<file path="src/rtl/psl_pkg.sv">
`timescale 1ns / 1ps
// Shared constants, types and the arctangent table of the polar scan lookup.
package psl_pkg;

	localparam int CFG_IDX_W  = 3;
	localparam int CFG_DATA_W = 16;

	localparam int PIX_W    = 11;
	localparam int SIZE_W   = 12;
	localparam int ANGLE_W  = 16;
	localparam int RADIUS_W = 14;
	localparam int CENTER_W = 15;
	localparam int COORD_W  = 16;

	typedef enum logic [CFG_IDX_W-1:0] {
		REG_TARGET_WIDTH,
		REG_TARGET_HEIGHT,
		REG_ANGLE_FIRST,
		REG_ANGLE_LAST,
		REG_RADIUS_FIRST,
		REG_RADIUS_LAST,
		REG_CENTER_X,
		REG_CENTER_Y
	} cfg_reg_t;

	localparam logic [SIZE_W-1:0]   RST_TARGET_WIDTH  = 12'd512;
	localparam logic [SIZE_W-1:0]   RST_TARGET_HEIGHT = 12'd512;
	localparam logic [ANGLE_W-1:0]  RST_ANGLE_FIRST   = 16'd23300;
	localparam logic [ANGLE_W-1:0]  RST_ANGLE_LAST    = 16'd30800;
	localparam logic [RADIUS_W-1:0] RST_RADIUS_FIRST  = 14'd1856;
	localparam logic [RADIUS_W-1:0] RST_RADIUS_LAST   = 14'd8640;
	localparam logic [CENTER_W-1:0] RST_CENTER_X      = 15'd5440;
	localparam logic [CENTER_W-1:0] RST_CENTER_Y      = 15'd8576;

	localparam int TURN_CENTI = 36000;

	// Long division cells: remainder and divisor width, shifting word width
	localparam int DIV_W  = 28;
	localparam int WORD_W = 32;

	// Steps of each division chain
	localparam int MOD_STEPS  = 29;
	localparam int FRAC_STEPS = 32;
	localparam int OFS_STEPS  = 16;

	localparam int PN_W    = 30;
	localparam int RNUM_W  = 26;
	localparam int MAG_W   = 31;
	localparam int PROD_W  = RNUM_W + MAG_W;

	// CORDIC
	localparam int CORDIC_STEPS    = 16;
	localparam int ATAN_ENTRIES    = 24;
	localparam int CORDIC_LEN      = (CORDIC_STEPS < ATAN_ENTRIES) ? CORDIC_STEPS
	                                                                : ATAN_ENTRIES;
	localparam int STEP_W          = 5;
	localparam int ATAN_W          = 30;
	localparam int CX_W            = 33;
	localparam int CZ_W            = 32;
	localparam int CORDIC_GAIN_INV = 652032874;

	localparam logic [ATAN_W-1:0] ATAN_TAB [ATAN_ENTRIES] = '{
		30'd536870912, 30'd316933406, 30'd167458907, 30'd85004756,
		30'd42667331,  30'd21354465,  30'd10679838,  30'd5340245,
		30'd2670163,   30'd1335087,   30'd667544,    30'd333772,
		30'd166886,    30'd83443,     30'd41722,     30'd20861,
		30'd10430,     30'd5215,      30'd2608,      30'd1304,
		30'd652,       30'd326,       30'd163,       30'd81
	};

	typedef struct packed {
		logic              vld;
		logic [DIV_W-1:0]  rem;
		logic [WORD_W-1:0] word;
	} div_step_t;

	typedef struct packed {
		logic                   vld;
		logic signed [CX_W-1:0] x;
		logic signed [CX_W-1:0] y;
		logic signed [CZ_W-1:0] z;
	} rot_step_t;

	typedef struct packed {
		logic signed [COORD_W-1:0] source_x;
		logic signed [COORD_W-1:0] source_y;
	} coord_t;

	function automatic logic [ATAN_W-1:0] atan_step(input logic [STEP_W-1:0] step);
		return (step < STEP_W'(ATAN_ENTRIES)) ? ATAN_TAB[step] : '0;
	endfunction

endpackage

</file>
<file path="src/rtl/psl_div_cell.sv">
`timescale 1ns / 1ps
// One restoring long-division step: shift in a dividend bit, subtract if it fits.
module psl_div_cell import psl_pkg::*; (
	input  logic             clk,
	input  logic             arst_n,
	input  logic             en,
	input  logic [DIV_W-1:0] divisor,
	input  div_step_t        d_i,
	output div_step_t        d_o
);

	logic [DIV_W:0]    trial;
	logic [DIV_W:0]    diff;
	logic              take;
	logic              vld_q;
	logic [DIV_W-1:0]  rem_q;
	logic [WORD_W-1:0] word_q;

	assign trial = {d_i.rem, d_i.word[WORD_W-1]};
	assign take  = trial >= {1'b0, divisor};
	assign diff  = trial - {1'b0, divisor};

	always_ff @(posedge clk or negedge arst_n) begin
		if (!arst_n) begin
			vld_q <= 1'b0;
		end else if (en) begin
			vld_q <= d_i.vld;
		end
	end

	// Quotient bits enter at the bottom as dividend bits leave the top
	always_ff @(posedge clk) begin
		if (en) begin
			rem_q  <= take ? diff[DIV_W-1:0] : trial[DIV_W-1:0];
			word_q <= {d_i.word[WORD_W-2:0], take};
		end
	end

	assign d_o = '{vld: vld_q, rem: rem_q, word: word_q};

endmodule

</file>
<file path="config.mk">
export PLATFORM = sky130hd
export DESIGN_NAME = psl_div_cell
export DESIGN_NICKNAME = d
export VERILOG_FILES = /design/src/rtl/psl_pkg.sv /design/src/rtl/psl_div_cell.sv
export SDC_FILE = /design/constraint.sdc
export NUM_CORES = 1
export LEC_CHECK = 0
export BUFFER_PORTS_ARGS = -buffer_cell sky130_fd_sc_hd__buf_2
export CAP_MARGIN = 10
export CORE_MARGIN = 2
export CORE_UTILIZATION = 40
export CTS_CLUSTER_SIZE = 16
export DETAILED_ROUTE_END_ITERATION = 10
export GPL_TIMING_DRIVEN = 1
export PLACE_DENSITY = 0.67
export SYNTH_ARGS = -nofsm -noshare
export SYNTH_HDL_FRONTEND = slang
export SYNTH_SLANG_ARGS = --single-unit
</file>
<file path="constraint.sdc">
create_clock -name clk -period 1.23 [get_ports clk]
set_clock_uncertainty 0.15 [all_clocks]
set_input_delay 0.369 -clock clk [delete_from_list [all_inputs] [get_ports clk]]
set_output_delay 0.369 -clock clk [all_outputs]
set_load 0.01 [all_outputs]
</file>
==> metrics.txt, run 1 <==
# TYPE chip_impl_metric gauge
chip_impl_metric{name="synth_edf_count",unit=""} 60
chip_impl_metric{name="yosys.area_share.adder",unit="%"} 9.24
chip_impl_info{name="run_status",value="finished, violations left"} 1
chip_impl_metric{name="max_cap_violations",unit=""} 0
chip_impl_metric{name="timing.setup.tns",unit="ns"} -46.60
chip_impl_metric{name="num-fill-cells",unit=""} 755
chip_impl_info{name="tritoncts_clock_tree",value="yes"} 1
chip_impl_metric{name="postSynthRegisterBits",unit=""} 61
chip_impl_metric{name="hold_violations",unit=""} 0
chip_impl_metric{name="global_route.usage.total",unit="%"} 21.8
chip_impl_metric{name="synth_mux_area_share",unit="%"} 8.74
chip_impl_metric{name="synth_compound_gate_area_share",unit="%"} 16.1
chip_impl_metric{name="netlist_instances",unit=""} 364
chip_impl_info{name="setup_repair_after_global_routing_missed_its_margin",value="yes"} 1
chip_impl_info{name="violated_checks",value="setup timing"} 1
chip_impl_metric{name="timing.fmax",unit="MHz"} 382
chip_impl_metric{name="largest_net_degree_at_the_start_of_global_routing",unit=""} 29
chip_impl_metric{name="finalWeightedCongestion",unit=""} 0.886
chip_impl_metric{name="share_seq_of_total_power",unit="%"} 35.5
chip_impl_metric{name="final_max_slew_viol_count",unit=""} 0
chip_impl_metric{name="floorplan.rows",unit=""} 36
chip_impl_metric{name="reg2reg_depth",unit=""} 3
chip_impl_metric{name="drtAntennaViolNets",unit=""} 0
chip_impl_info{name="worstSetupEndpointType",value="flip-flop"} 1
chip_impl_info{name="critical_path.endpoint",value="rem_q[12]$_DFFE_PP_"} 1
chip_impl_metric{name="grt_first_pass_wirelength",unit="um"} 18800
chip_impl_metric{name="placement.io_buffers",unit=""} 152
chip_impl_info{name="post-synth-top-count-cell",value="edfxtp_1"} 1
chip_impl_metric{name="critical_path_arrival",unit="ns"} 2.57
chip_impl_metric{name="internal-power",unit="W"} 0.00528
chip_impl_info{name="hp-class",value="in -> reg"} 1
chip_impl_metric{name="switching_share",unit="%"} 29.2
chip_impl_metric{name="area_added_between_synthesis_and_finish",unit="%"} 66.9
chip_impl_metric{name="drt_first_pass_iters",unit=""} 4
chip_impl_metric{name="clkLatencyLatePin",unit="ns"} 0.34
chip_impl_metric{name="routedWlPerCell",unit="um"} 15.4
chip_impl_metric{name="synth_sequential_area_ratio",unit="%"} 45.6
chip_impl_metric{name="share_of_post_route_cells_with_drive_strength_above_1",unit="%"} 59.8
chip_impl_metric{name="gr-total-overflow",unit=""} 0
chip_impl_metric{name="timing.final.crit_period",unit="ns"} 2.62
chip_impl_metric{name="fin_crit_sh",unit="%"} 213
chip_impl_metric{name="dieWidth",unit="um"} 104
chip_impl_metric{name="grt_antenna_before_repair",unit=""} 0
chip_impl_metric{name="number_of_global_route_vias_before_repair",unit=""} 4022
chip_impl_metric{name="net-switching-power",unit="W"} 0.00218
chip_impl_info{name="regToRegStartpoint",value="vld_q$_DFFE_PN0P_"} 1
chip_impl_metric{name="final-setup-viol-count",unit=""} 90
chip_impl_info{name="cp-start-kind",value="input port"} 1
chip_impl_metric{name="final_nets",unit=""} 762
chip_impl_info{name="primary_flip_flop_cell_chosen_by_synthesis_mapping",value="edfxtp_1"} 1
chip_impl_metric{name="slew_headroom",unit="%"} 78.9
chip_impl_metric{name="yosys_warnings",unit=""} 0
chip_impl_info{name="netlist_top_cells_count",value="edfxtp_1 (60), inv_1 (38), a21oi_1 (30), ha_1 (28), mux2_2 (20)"} 1
chip_impl_metric{name="leakage",unit="nW"} 3.18
chip_impl_metric{name="wl",unit="um"} 12000
chip_impl_metric{name="yosys.area_share.xor_xnor",unit="%"} 4.81
chip_impl_info{name="ctsRootBufferMaster",value="clkbuf_8"} 1
chip_impl_metric{name="synth_cell_types",unit=""} 54
chip_impl_metric{name="hpwl",unit="um"} 8840
chip_impl_info{name="synth.top_cells.by_area",value="edfxtp_1 (45%), ha_1 (8.7%), mux2_2 (5.6%)"} 1
chip_impl_metric{name="cts-buffers-inserted",unit=""} 9
chip_impl_metric{name="clk_pin_slew",unit="ns"} 0.08
chip_impl_metric{name="clk_path_buf_depth",unit=""} 2
chip_impl_metric{name="initial_utilization",unit="%"} 41.2
chip_impl_metric{name="dpl_cell_area",unit="sq um"} 5900
chip_impl_metric{name="synth.cell_area",unit="sq um"} 4010
chip_impl_metric{name="worst_pin_slew",unit="ns"} 0.315
chip_impl_metric{name="num_antenna_cells",unit=""} 0
chip_impl_metric{name="finalWorstSetupSlack",unit="ns"} -1.39
chip_impl_metric{name="die_h",unit="um"} 104
chip_impl_metric{name="viasPerCell",unit=""} 4.98
chip_impl_metric{name="finalInstanceArea",unit="sq um"} 6690
chip_impl_metric{name="timing.reg2reg.setup_slack",unit="ns"} 0.11
chip_impl_metric{name="dr_total_vias",unit=""} 3879
chip_impl_metric{name="pwr-share-clk",unit="%"} 26.9
chip_impl_metric{name="clock_sinks",unit=""} 61
chip_impl_metric{name="synthesis.area_per_instance",unit="sq um"} 11.0
chip_impl_metric{name="die-area",unit="sq um"} 10800
chip_impl_metric{name="cp.required",unit="ns"} 1.18
chip_impl_info{name="timing.rr.end",value="vld_q$_DFFE_PN0P_"} 1
chip_impl_metric{name="combinationalPowerShare",unit="%"} 37.6
chip_impl_info{name="synth_top_family_by_area",value="compound AO/OA/AOI/OAI gates"} 1
chip_impl_metric{name="crit_path_max_fanout",unit=""} 3
chip_impl_metric{name="synth-async-reset-ratio",unit="%"} 1.64
chip_impl_metric{name="power_per_cell_area",unit="nW/um^2"} 1110
chip_impl_info{name="worst-setup-path-type",value="in -> reg"} 1
chip_impl_metric{name="core-area",unit="sq um"} 9730
chip_impl_metric{name="drt_drc_violations_left",unit=""} 0
chip_impl_metric{name="ioPinCount",unit=""} 153
chip_impl_metric{name="report.power.total",unit="W"} 0.00745
chip_impl_info{name="timing.critical_path.from",value="d_i[31]"} 1
chip_impl_metric{name="ir_drop",unit="mV"} 0.515
chip_impl_metric{name="syn-num-nets",unit=""} 485
chip_impl_metric{name="h_tree_depth",unit=""} 3
chip_impl_info{name="synth_top_cell_by_area",value="edfxtp_1"} 1
chip_impl_metric{name="synth_area_in_simple_gates",unit="%"} 9.64
chip_impl_metric{name="synthDominantCellAreaShare",unit="%"} 44.9
chip_impl_metric{name="drt_first_iter_violations",unit=""} 146
==> worst min path at each step <==
stage | cells after the start | end | start
floorplan | 0 | vld_q$_DFFE_PN0P_ | arst_n
global placement | 1 | vld_q$_DFFE_PN0P_ | arst_n
detailed placement | 1 | vld_q$_DFFE_PN0P_ | arst_n
CTS | 1 | word_q[30]$_DFFE_PP_ | d_i[29]
global route | 1 | word_q[28]$_DFFE_PP_ | d_i[27]
finish | 1 | word_q[2]$_DFFE_PP_ | d_i[1]
==> metal layers <==
metal | GRT usage, % | share of wire, %
met5 | 0 | 0
met1 | 25.1 | 41
met3 | 4.76 | 6.1
met4 | 7.82 | 2.2
met2 | 39.7 | 51
==> cells in the final DEF, fill, tap and decap left out, types with 3 or more instances in the layout <==
cell and count:
buf_12 6, mux2i_1 4, nand3_1 6, a21o_1 12, clkbuf_8 9, a21oi_2 6
ha_4 13, inv_8 3, xor2_1 9, buf_6 17, buf_4 113, o211ai_1 5
nand2_1 16, a21oi_4 3, and3_1 4, inv_1 26, buf_8 4, nand4_1 7
a31oi_2 3, xnor2_1 12, nor2_2 3, nor3_1 5, edfxtp_1 60, mux2_4 23
o21bai_1 5, o21ai_0 10, ha_1 15, inv_2 6, buf_2 140, nor2_1 14
a21oi_1 23
==> registers in the layout, summed over array words and instances, names as in the netlist <==
| register | flops |
|---|---|
| word_q | 32 |
| rem_q | 28 |
| vld_q | 1 |
==> layout make-up <==
type                            instances  area [sq um]  area share (%)
Multi-Input combinational cell        248          2310            34.6
Inverter                               38           185            2.77
Sequential cell                        61          1830            27.3
Clock buffer                            9           124            1.85
Timing Repair Buffer                  283          1990            29.7
Tap cell                              133           166            2.49
Clock inverter                          7          90.1            1.35
==> power by group through the flow <==
| stage | Clock (W) | Combinational, W | Sequential [W] |
|---|---|---|---|
| after floorplan | 0 | 0.00115 | 0.00283 |
| after global placement | 0 | 0.00231 | 0.00269 |
| after detailed placement | 0 | 0.00235 | 0.00269 |
| after CTS | 0.00205 | 0.00270 | 0.00265 |
| after global routing | 0.00214 | 0.00300 | 0.00267 |
| final | 0.00200 | 0.00280 | 0.00265 |
==> stage by stage <==
| stage | hold WS (ns) | utilization [%] | setup WS, ns | cells |
|---|---|---|---|---|
| finish | 0.0467 | 68.8 | -1.39 | 779 |
| floorplan | -0.0766 | - | -1.45 | 364 |
| CTS | 0.0276 | 67.8 | -1.32 | 773 |
| global route | 0.0210 | 68.8 | -1.43 | 779 |
| detailed placement | -0.00531 | 60.6 | -1.79 | 735 |
| global placement | -0.00657 | 60.6 | -1.73 | 735 |
==> critical path: stages <==
cell and delay [ns]:
buf_8 0.11, inv_12 0.04, ha_4 0.12, fa_2 0.23, nor2b_4 0.05, o31a_1 0.29, o311a_1 0.35, o211ai_1 0.21
nand2_1 0.14, buf_4 0.17, buf_6 0.11, xor2_1 0.13, mux2_4 0.25
==> what timing repair did <==
action,4_1_cts,5_1_grt
buffers inserted,18,10
endpoints found under the hold margin,1,0
resized for setup,64,18
pin swaps,28,18
cloned,3,0
hold buffers,1,0
setup endpoints to repair,90,90
==> cell families (layout without fill, tap and decap cells) <==
| family | count (synthesis) | count (layout) |
|---|---|---|
| XOR/XNOR | 22 | 22 |
| AO/OA/AOI/OAI | 91 | 91 |
| multiplexers | 30 | 30 |
| adder cells (fa/ha/maj) | 29 | 29 |
| buffers and inverters | 55 | 337 |
| flip-flops | 61 | 61 |
| AND/OR/NAND/NOR | 76 | 76 |
No activity file was read; power rests on OpenSTA's default activity.
==> run 2, diff against run 1 <==
Settings changed: CELL_PAD_IN_SITES_DETAIL_PLACEMENT set to 0, CELL_PAD_IN_SITES_GLOBAL_PLACEMENT set to 1, CORE_UTILIZATION 40 to 38, GPL_TIMING_DRIVEN 1 to 0, PLACE_DENSITY 0.67 to unset, PLACE_DENSITY_LB_ADDON set to 0.1, SETUP_SLACK_MARGIN set to 0.1.
==> run 2 against run 1 <==
Fmax decreased by 1.3%. Combinational power fell by 16%. Worst hold slack got worse by 0.0028 ns. Setup slack got worse by 0.034 ns. Sequential power hardly changed. Utilization fell by 11 points. The flow still finishes with violations (setup timing). Final cell count fell by 11%. Via count is 13% lower. Count of clock-buffer cells in the layout is the same. Largest power group is now registers.
==> metrics.txt, run 2 (synthesis gave the netlist of run 1 again) <==
# TYPE chip_impl_metric gauge
chip_impl_metric{name="final_nets",unit=""} 675
chip_impl_info{name="worst-setup-path-type",value="in -> reg"} 1
chip_impl_metric{name="worst-path-buf-inv",unit=""} 4
chip_impl_info{name="violated_checks",value="setup timing"} 1
chip_impl_metric{name="die_h",unit="um"} 107
chip_impl_info{name="leading_cell_type_in_the_layout_fill_and_taps_excluded",value="buf_2"} 1
chip_impl_metric{name="hpwl",unit="um"} 7620
chip_impl_metric{name="clk_path_buf_depth",unit=""} 2
chip_impl_metric{name="critical_path_depth",unit=""} 13
chip_impl_metric{name="ir_drop",unit="mV"} 0.532
chip_impl_metric{name="dpl.cell_count",unit=""} 653
chip_impl_metric{name="timing.fmax",unit="MHz"} 377
chip_impl_metric{name="clock_sinks",unit=""} 61
chip_impl_metric{name="grt_antenna_before_repair",unit=""} 0
chip_impl_metric{name="worst_pin_slew",unit="ns"} 0.436
chip_impl_metric{name="fin_cells",unit=""} 695
chip_impl_metric{name="timing.setup.tns",unit="ns"} -47.85
chip_impl_metric{name="drt_drc_violations_left",unit=""} 0
chip_impl_metric{name="place_ws",unit="ns"} -2.03
chip_impl_metric{name="layout.area.seq",unit="sq um"} 1830
chip_impl_metric{name="clk_pin_slew",unit="ns"} 0.08
chip_impl_metric{name="num-fill-cells",unit=""} 960
chip_impl_metric{name="global_route.usage.total",unit="%"} 18.2
chip_impl_info{name="setup_repair_after_global_routing_missed_its_margin",value="yes"} 1
chip_impl_metric{name="crit_path_max_fanout",unit=""} 6
chip_impl_metric{name="viasPerCell",unit=""} 4.87
chip_impl_metric{name="timing.final.crit_period",unit="ns"} 2.65
chip_impl_metric{name="finalWorstSetupSlack",unit="ns"} -1.42
chip_impl_metric{name="placement.io_buffers",unit=""} 152
chip_impl_metric{name="timing.reg2reg.setup_slack",unit="ns"} 0.32
chip_impl_metric{name="grt_util_met1",unit="%"} 23.5
chip_impl_metric{name="gr-total-overflow",unit=""} 0
chip_impl_metric{name="grt_first_pass_wirelength",unit="um"} 16300
chip_impl_metric{name="hold_violations",unit=""} 0
chip_impl_metric{name="critical_path_arrival",unit="ns"} 2.60
chip_impl_metric{name="leakage",unit="nW"} 2.70
chip_impl_metric{name="drt_first_iter_violations",unit=""} 79
chip_impl_metric{name="largest_net_degree_at_the_start_of_global_routing",unit=""} 43
chip_impl_metric{name="final-setup-viol-count",unit=""} 90
chip_impl_metric{name="critPathMaxStageDelay",unit="ns"} 0.29
chip_impl_info{name="reg_top3",value="word_q x32, rem_q x28, vld_q x1"} 1
chip_impl_info{name="cell_chain_of_the_critical_path",value="buf_6, inv_2, ha_4, o211ai_1, nor2_1, o21ai_4, a31oi_4, a31oi_4, a21oi_2, a41o_1, buf_6, buf_12, mux2_4"} 1
chip_impl_info{name="hp-class",value="in -> reg"} 1
chip_impl_info{name="ctsRootBufferMaster",value="clkbuf_8"} 1
chip_impl_metric{name="finalWeightedCongestion",unit=""} 0.811
chip_impl_info{name="tritoncts_clock_tree",value="yes"} 1
chip_impl_metric{name="hold_slack",unit="ns"} 0.0439
chip_impl_info{name="largest-register",value="word_q"} 1
chip_impl_metric{name="slew_headroom",unit="%"} 70.6
chip_impl_metric{name="initial_utilization",unit="%"} 39.0
chip_impl_metric{name="core-area",unit="sq um"} 10300
chip_impl_metric{name="final_max_slew_viol_count",unit=""} 0
chip_impl_metric{name="drtAntennaViolNets",unit=""} 0
chip_impl_info{name="cp-start-kind",value="input port"} 1
chip_impl_info{name="path_delay_family",value="compound AO/OA/AOI/OAI gates"} 1
chip_impl_info{name="most-common-layout-cells",value="buf_2 (142), edfxtp_1 (60), inv_1 (28), a21oi_1 (24), mux2_4 (23)"} 1
chip_impl_metric{name="die-area",unit="sq um"} 11400
chip_impl_metric{name="wl",unit="um"} 10400
chip_impl_metric{name="clkLatencyLatePin",unit="ns"} 0.34
chip_impl_info{name="hold-path-endpoint",value="word_q[29]$_DFFE_PP_"} 1
chip_impl_metric{name="cp.required",unit="ns"} 1.18
chip_impl_info{name="run_status",value="finished, violations left"} 1
chip_impl_info{name="worstSetupEndpointType",value="flip-flop"} 1
chip_impl_metric{name="reg2reg_depth",unit=""} 1
chip_impl_metric{name="drt_first_pass_iters",unit=""} 4
chip_impl_metric{name="routedWlPerCell",unit="um"} 14.9
chip_impl_metric{name="area_added_between_synthesis_and_finish",unit="%"} 48.7
chip_impl_metric{name="power_per_cell_area",unit="nW/um^2"} 1110
chip_impl_info{name="timing.rr.end",value="vld_q$_DFFE_PN0P_"} 1
chip_impl_metric{name="min_path_cells",unit=""} 1
chip_impl_metric{name="floorplan.rows",unit=""} 37
chip_impl_metric{name="largest_register_ff_count",unit=""} 32
chip_impl_metric{name="global_route.usage.met2",unit="%"} 30.4
chip_impl_info{name="min_from",value="d_i[28]"} 1
chip_impl_metric{name="dieWidth",unit="um"} 107
chip_impl_metric{name="number_of_global_route_vias_before_repair",unit=""} 3378
chip_impl_metric{name="multi_input_comb_area",unit="sq um"} 2310
chip_impl_metric{name="dr_total_vias",unit=""} 3383
chip_impl_metric{name="cts-buffers-inserted",unit=""} 9
chip_impl_metric{name="h_tree_depth",unit=""} 3
chip_impl_info{name="regToRegStartpoint",value="vld_q$_DFFE_PN0P_"} 1
chip_impl_metric{name="max_cap_violations",unit=""} 0
chip_impl_metric{name="fin_crit_sh",unit="%"} 215
chip_impl_metric{name="met3_usage_grt",unit="%"} 3.10
chip_impl_metric{name="share_of_post_route_cells_with_drive_strength_above_1",unit="%"} 52.2
chip_impl_metric{name="num_antenna_cells",unit=""} 0
chip_impl_metric{name="ioPinCount",unit=""} 153
chip_impl_info{name="cpMaxStageDelayCell",value="ha_4"} 1
chip_impl_info{name="grt_busiest_layer",value="met2"} 1
-- run 2: changes by cell type in the layout (fill, tap and decap cells not counted), moves of 3 or more --
| cell | previous run | this run |
|---|---|---|
| buf_4 | 113 | 20 |
| a31oi_2 | 3 | 0 |
| clkbuf_1 | 0 | 3 |
| buf_12 | 6 | 2 |
-- run 2: worst max-delay path by stage --
stage                from             endpoint  slack [ns]
6_report       divisor[6]   rem_q[5]$_DFFE_PP_       -1.42
5_1_grt        divisor[4]   rem_q[5]$_DFFE_PP_       -1.46
4_1_cts           d_i[31]  rem_q[22]$_DFFE_PP_       -1.40
3_5_place_dp   divisor[4]  rem_q[16]$_DFFE_PP_       -2.03
3_3_place_gp   divisor[4]  rem_q[11]$_DFFE_PP_       -2.06
2_1_floorplan  divisor[2]  rem_q[21]$_DFFE_PP_       -1.45
-- run 2: where the power goes --
| part | switching [W] | internal (W) |
|---|---|---|
| registers | 0.0000510 | 0.00259 |
| clock network | 0.000911 | 0.000733 |
| logic | 0.00111 | 0.00124 |
-- run 2: layout make-up --
class,count,share of cell area [%]
clock inverter,7,0.840
timing repair buffer,183,19.7
tap,136,2.86
multi-input combinational,248,38.8
buffer,13,1.97
inverter,38,3.11
sequential,61,30.7
clock buffer,9,2.08
-- run 2: timing repair --
action | in CTS | in global routing
buffers inserted | 23 | 3
resized for setup | 67 | 9
endpoints found under the setup margin | 132 | 91
cloned | 2 | 1
endpoints found under the hold margin | 1 | 0
hold buffers | 1 | 0
pin swaps | 25 | 8
-- run 2: metrics by stage --
stage          power, W  utilization, %  instance area [sq um]
2_1_floorplan   0.00398               -                   4270
3_3_place_gp    0.00463            50.6                   5200
3_5_place_dp    0.00465            50.8                   5220
4_1_cts         0.00668            57.3                   5890
5_1_grt         0.00701            58.0                   5960
6_report        0.00663            58.0                   5960
-- run 2: per-layer routing --
layer / wire length, um / part of all wire, %
met1: 4590 / 44
met2: 5110 / 49
met3: 500 / 4.8
met4: 155 / 1.5
met5: 0 / 0
==> run 3, diff against run 2 <==
Settings changed: RECOVER_POWER set to 50, SKIP_LAST_GASP set to 1.
==> run 3 against run 2 <==
The run still ends with setup timing left. Fmax rose by 0.21%. Sequential power barely moved. Die area did not move. Utilization did not move. Register-to-register slack barely moved. Final area did not move. Worst hold slack got worse by 0.0013 ns. Power barely moved. Critical path type unchanged.
==> metrics.txt, run 3 (synthesis gave the netlist of run 1 again) <==
# TYPE chip_impl_metric gauge
chip_impl_info{name="run_status",value="finished, violations left"} 1
chip_impl_info{name="violated_checks",value="setup timing"} 1
chip_impl_info{name="leading_cell_type_in_the_layout_fill_and_taps_excluded",value="buf_2"} 1
chip_impl_info{name="setup_repair_after_global_routing_missed_its_margin",value="yes"} 1
chip_impl_metric{name="crit_path_max_fanout",unit=""} 6
chip_impl_metric{name="critPathMaxStageDelay",unit="ns"} 0.29
chip_impl_metric{name="hold_violations",unit=""} 0
chip_impl_metric{name="clk_path_buf_depth",unit=""} 2
chip_impl_metric{name="die-area",unit="sq um"} 11400
chip_impl_info{name="most-common-layout-cells",value="buf_2 (141), edfxtp_1 (60), inv_1 (28), a21oi_1 (24), mux2_4 (23)"} 1
chip_impl_metric{name="critical_path_arrival",unit="ns"} 2.59
chip_impl_metric{name="final_nets",unit=""} 676
chip_impl_info{name="hp-class",value="in -> reg"} 1
chip_impl_metric{name="utilization",unit="%"} 58.0
chip_impl_metric{name="grt_antenna_before_repair",unit=""} 0
chip_impl_metric{name="max_cap_violations",unit=""} 0
chip_impl_metric{name="layout.area.seq",unit="sq um"} 1830
chip_impl_metric{name="h_tree_depth",unit=""} 3
chip_impl_metric{name="timing.final.crit_period",unit="ns"} 2.64
chip_impl_metric{name="cp.required",unit="ns"} 1.18
chip_impl_info{name="cp-start-kind",value="input port"} 1
chip_impl_info{name="tritoncts_clock_tree",value="yes"} 1
chip_impl_metric{name="dieWidth",unit="um"} 107
chip_impl_metric{name="floorplan.rows",unit=""} 37
chip_impl_metric{name="num-fill-cells",unit=""} 957
chip_impl_metric{name="clock_sinks",unit=""} 61
chip_impl_metric{name="drtAntennaViolNets",unit=""} 0
chip_impl_info{name="worst-setup-path-type",value="in -> reg"} 1
chip_impl_metric{name="largest_register_ff_count",unit=""} 32
chip_impl_metric{name="dr_total_vias",unit=""} 3401
chip_impl_metric{name="reg2reg_depth",unit=""} 1
chip_impl_metric{name="die_h",unit="um"} 107
chip_impl_metric{name="power_per_cell_area",unit="nW/um^2"} 1110
chip_impl_metric{name="worst_pin_slew",unit="ns"} 0.695
chip_impl_metric{name="number_of_global_route_vias_before_repair",unit=""} 3374
chip_impl_metric{name="drt_first_pass_iters",unit=""} 4
chip_impl_info{name="hold-path-endpoint",value="word_q[7]$_DFFE_PP_"} 1
chip_impl_metric{name="fin_cells",unit=""} 696
chip_impl_metric{name="viasPerCell",unit=""} 4.89
chip_impl_metric{name="ioPinCount",unit=""} 153
chip_impl_metric{name="share_of_post_route_cells_with_drive_strength_above_1",unit="%"} 52.1
chip_impl_metric{name="initial_utilization",unit="%"} 39.0
chip_impl_metric{name="dpl.cell_count",unit=""} 653
chip_impl_metric{name="placement.io_buffers",unit=""} 152
chip_impl_info{name="min_from",value="d_i[6]"} 1
chip_impl_metric{name="finalWorstSetupSlack",unit="ns"} -1.41
chip_impl_info{name="timing.rr.end",value="vld_q$_DFFE_PN0P_"} 1
chip_impl_metric{name="num_antenna_cells",unit=""} 0
chip_impl_metric{name="min_path_cells",unit=""} 1
chip_impl_metric{name="routedWlPerCell",unit="um"} 14.9
chip_impl_metric{name="final-setup-viol-count",unit=""} 132
chip_impl_info{name="ctsRootBufferMaster",value="clkbuf_8"} 1
chip_impl_metric{name="gr-total-overflow",unit=""} 0
chip_impl_metric{name="clk_pin_slew",unit="ns"} 0.08
chip_impl_info{name="regToRegStartpoint",value="vld_q$_DFFE_PN0P_"} 1
chip_impl_metric{name="timing.reg2reg.setup_slack",unit="ns"} 0.32
chip_impl_metric{name="final_max_slew_viol_count",unit=""} 0
chip_impl_metric{name="leakage",unit="nW"} 2.70
chip_impl_metric{name="largest_net_degree_at_the_start_of_global_routing",unit=""} 43
chip_impl_metric{name="finalWeightedCongestion",unit=""} 0.811
chip_impl_metric{name="multi_input_comb_area",unit="sq um"} 2310
chip_impl_metric{name="cts-buffers-inserted",unit=""} 9
chip_impl_metric{name="report.power.total",unit="W"} 0.00664
chip_impl_metric{name="hpwl",unit="um"} 7620
chip_impl_info{name="worstSetupEndpointType",value="flip-flop"} 1
chip_impl_metric{name="drt_first_iter_violations",unit=""} 95
chip_impl_metric{name="ir_drop",unit="mV"} 0.531
chip_impl_metric{name="place_ws",unit="ns"} -2.03
chip_impl_metric{name="clkLatencyLatePin",unit="ns"} 0.34
chip_impl_info{name="cpMaxStageDelayCell",value="ha_4"} 1
chip_impl_metric{name="grt_first_pass_wirelength",unit="um"} 16300
chip_impl_metric{name="hold_slack",unit="ns"} 0.0426
chip_impl_metric{name="area_added_between_synthesis_and_finish",unit="%"} 48.7
chip_impl_metric{name="fin_crit_sh",unit="%"} 215
chip_impl_info{name="largest-register",value="word_q"} 1
chip_impl_metric{name="wl",unit="um"} 10300
chip_impl_metric{name="drt_drc_violations_left",unit=""} 0
chip_impl_info{name="reg_top3",value="word_q x32, rem_q x28, vld_q x1"} 1
chip_impl_metric{name="timing.fmax",unit="MHz"} 378
chip_impl_metric{name="global_route.usage.total",unit="%"} 18.2
chip_impl_info{name="cell_chain_of_the_critical_path",value="buf_6, ha_4, o211ai_1, nor2_1, o21ai_4, a31oi_4, a31oi_4, a21oi_2, a41o_1, buf_6, buf_12, mux2_4"} 1
chip_impl_metric{name="core-area",unit="sq um"} 10300
chip_impl_metric{name="slew_headroom",unit="%"} 53.7
run 3: cell count changes in the layout (fill, tap and decap cells not counted):
cell and delta:
buf_4 +1, buf_6 -1, clkbuf_1 +1, buf_2 -1
clkbuf_2 +1
run 3: worst max-delay path by stage:
stage	from	endpoint	slack (ns)	depth (start not counted)
detailed placement	divisor[4]	rem_q[16]$_DFFE_PP_	-2.03	12
CTS	d_i[31]	rem_q[22]$_DFFE_PP_	-1.40	12
finish	d_i[37]	rem_q[5]$_DFFE_PP_	-1.41	12
global route	divisor[4]	rem_q[5]$_DFFE_PP_	-1.46	13
global placement	divisor[4]	rem_q[11]$_DFFE_PP_	-2.06	12
floorplan	divisor[2]	rem_q[21]$_DFFE_PP_	-1.45	12
run 3: final cells by class:
| type | instances | area share [%] |
|---|---|---|
| multi-input combinational | 248 | 38.8 |
| clock inverter | 7 | 0.840 |
| inverter | 38 | 3.11 |
| clock buffer | 9 | 2.08 |
| buffer | 13 | 1.97 |
| timing repair buffer | 184 | 19.7 |
| sequential | 61 | 30.7 |
| tap | 136 | 2.86 |
run 3: per-layer routing:
metal	global-route usage (%)	up-vias	routed length, um
li1	-	1712	-
met1	23.5	1581	4500
met2	30.4	96	5200
met3	3.10	12	518
met4	7.24	0	133
met5	0	-	0
run 3: worst max-delay path, delay by kind of cell:
family / cells / cell delay, ns
AOI/OAI and AO/OA: 6 / 1.03
buffers and inverters: 3 / 0.41
adders and majority gates: 1 / 0.29
muxes: 1 / 0.29
and+or+nand+nor: 1 / 0.19
run 3: what timing repair did:
| item | in CTS | in global routing |
|---|---|---|
| hold buffers | 1 | 0 |
| resized for setup | 66 | 10 |
| gates cloned | 2 | 1 |
| setup buffers | 23 | 4 |
| setup endpoints to repair | 132 | 91 |
| pin swaps | 24 | 8 |
| endpoints found under the hold margin | 1 | 0 |
run 3: where the power goes:
part           switching, W  leakage, nW  total, W  internal, W
clock              0.000910       0.0816   0.00164     0.000733
sequential        0.0000509        0.599   0.00264      0.00259
combinational       0.00111         2.02   0.00236      0.00124
run 3: metrics by stage:
stage	area, sq um	setup TNS, ns
floorplan	4270	-39.85
CTS	5890	-48.20
detailed placement	5220	-75.26
finish	5960	-50.85
global route	5960	-56.42
global placement	5200	-103.06
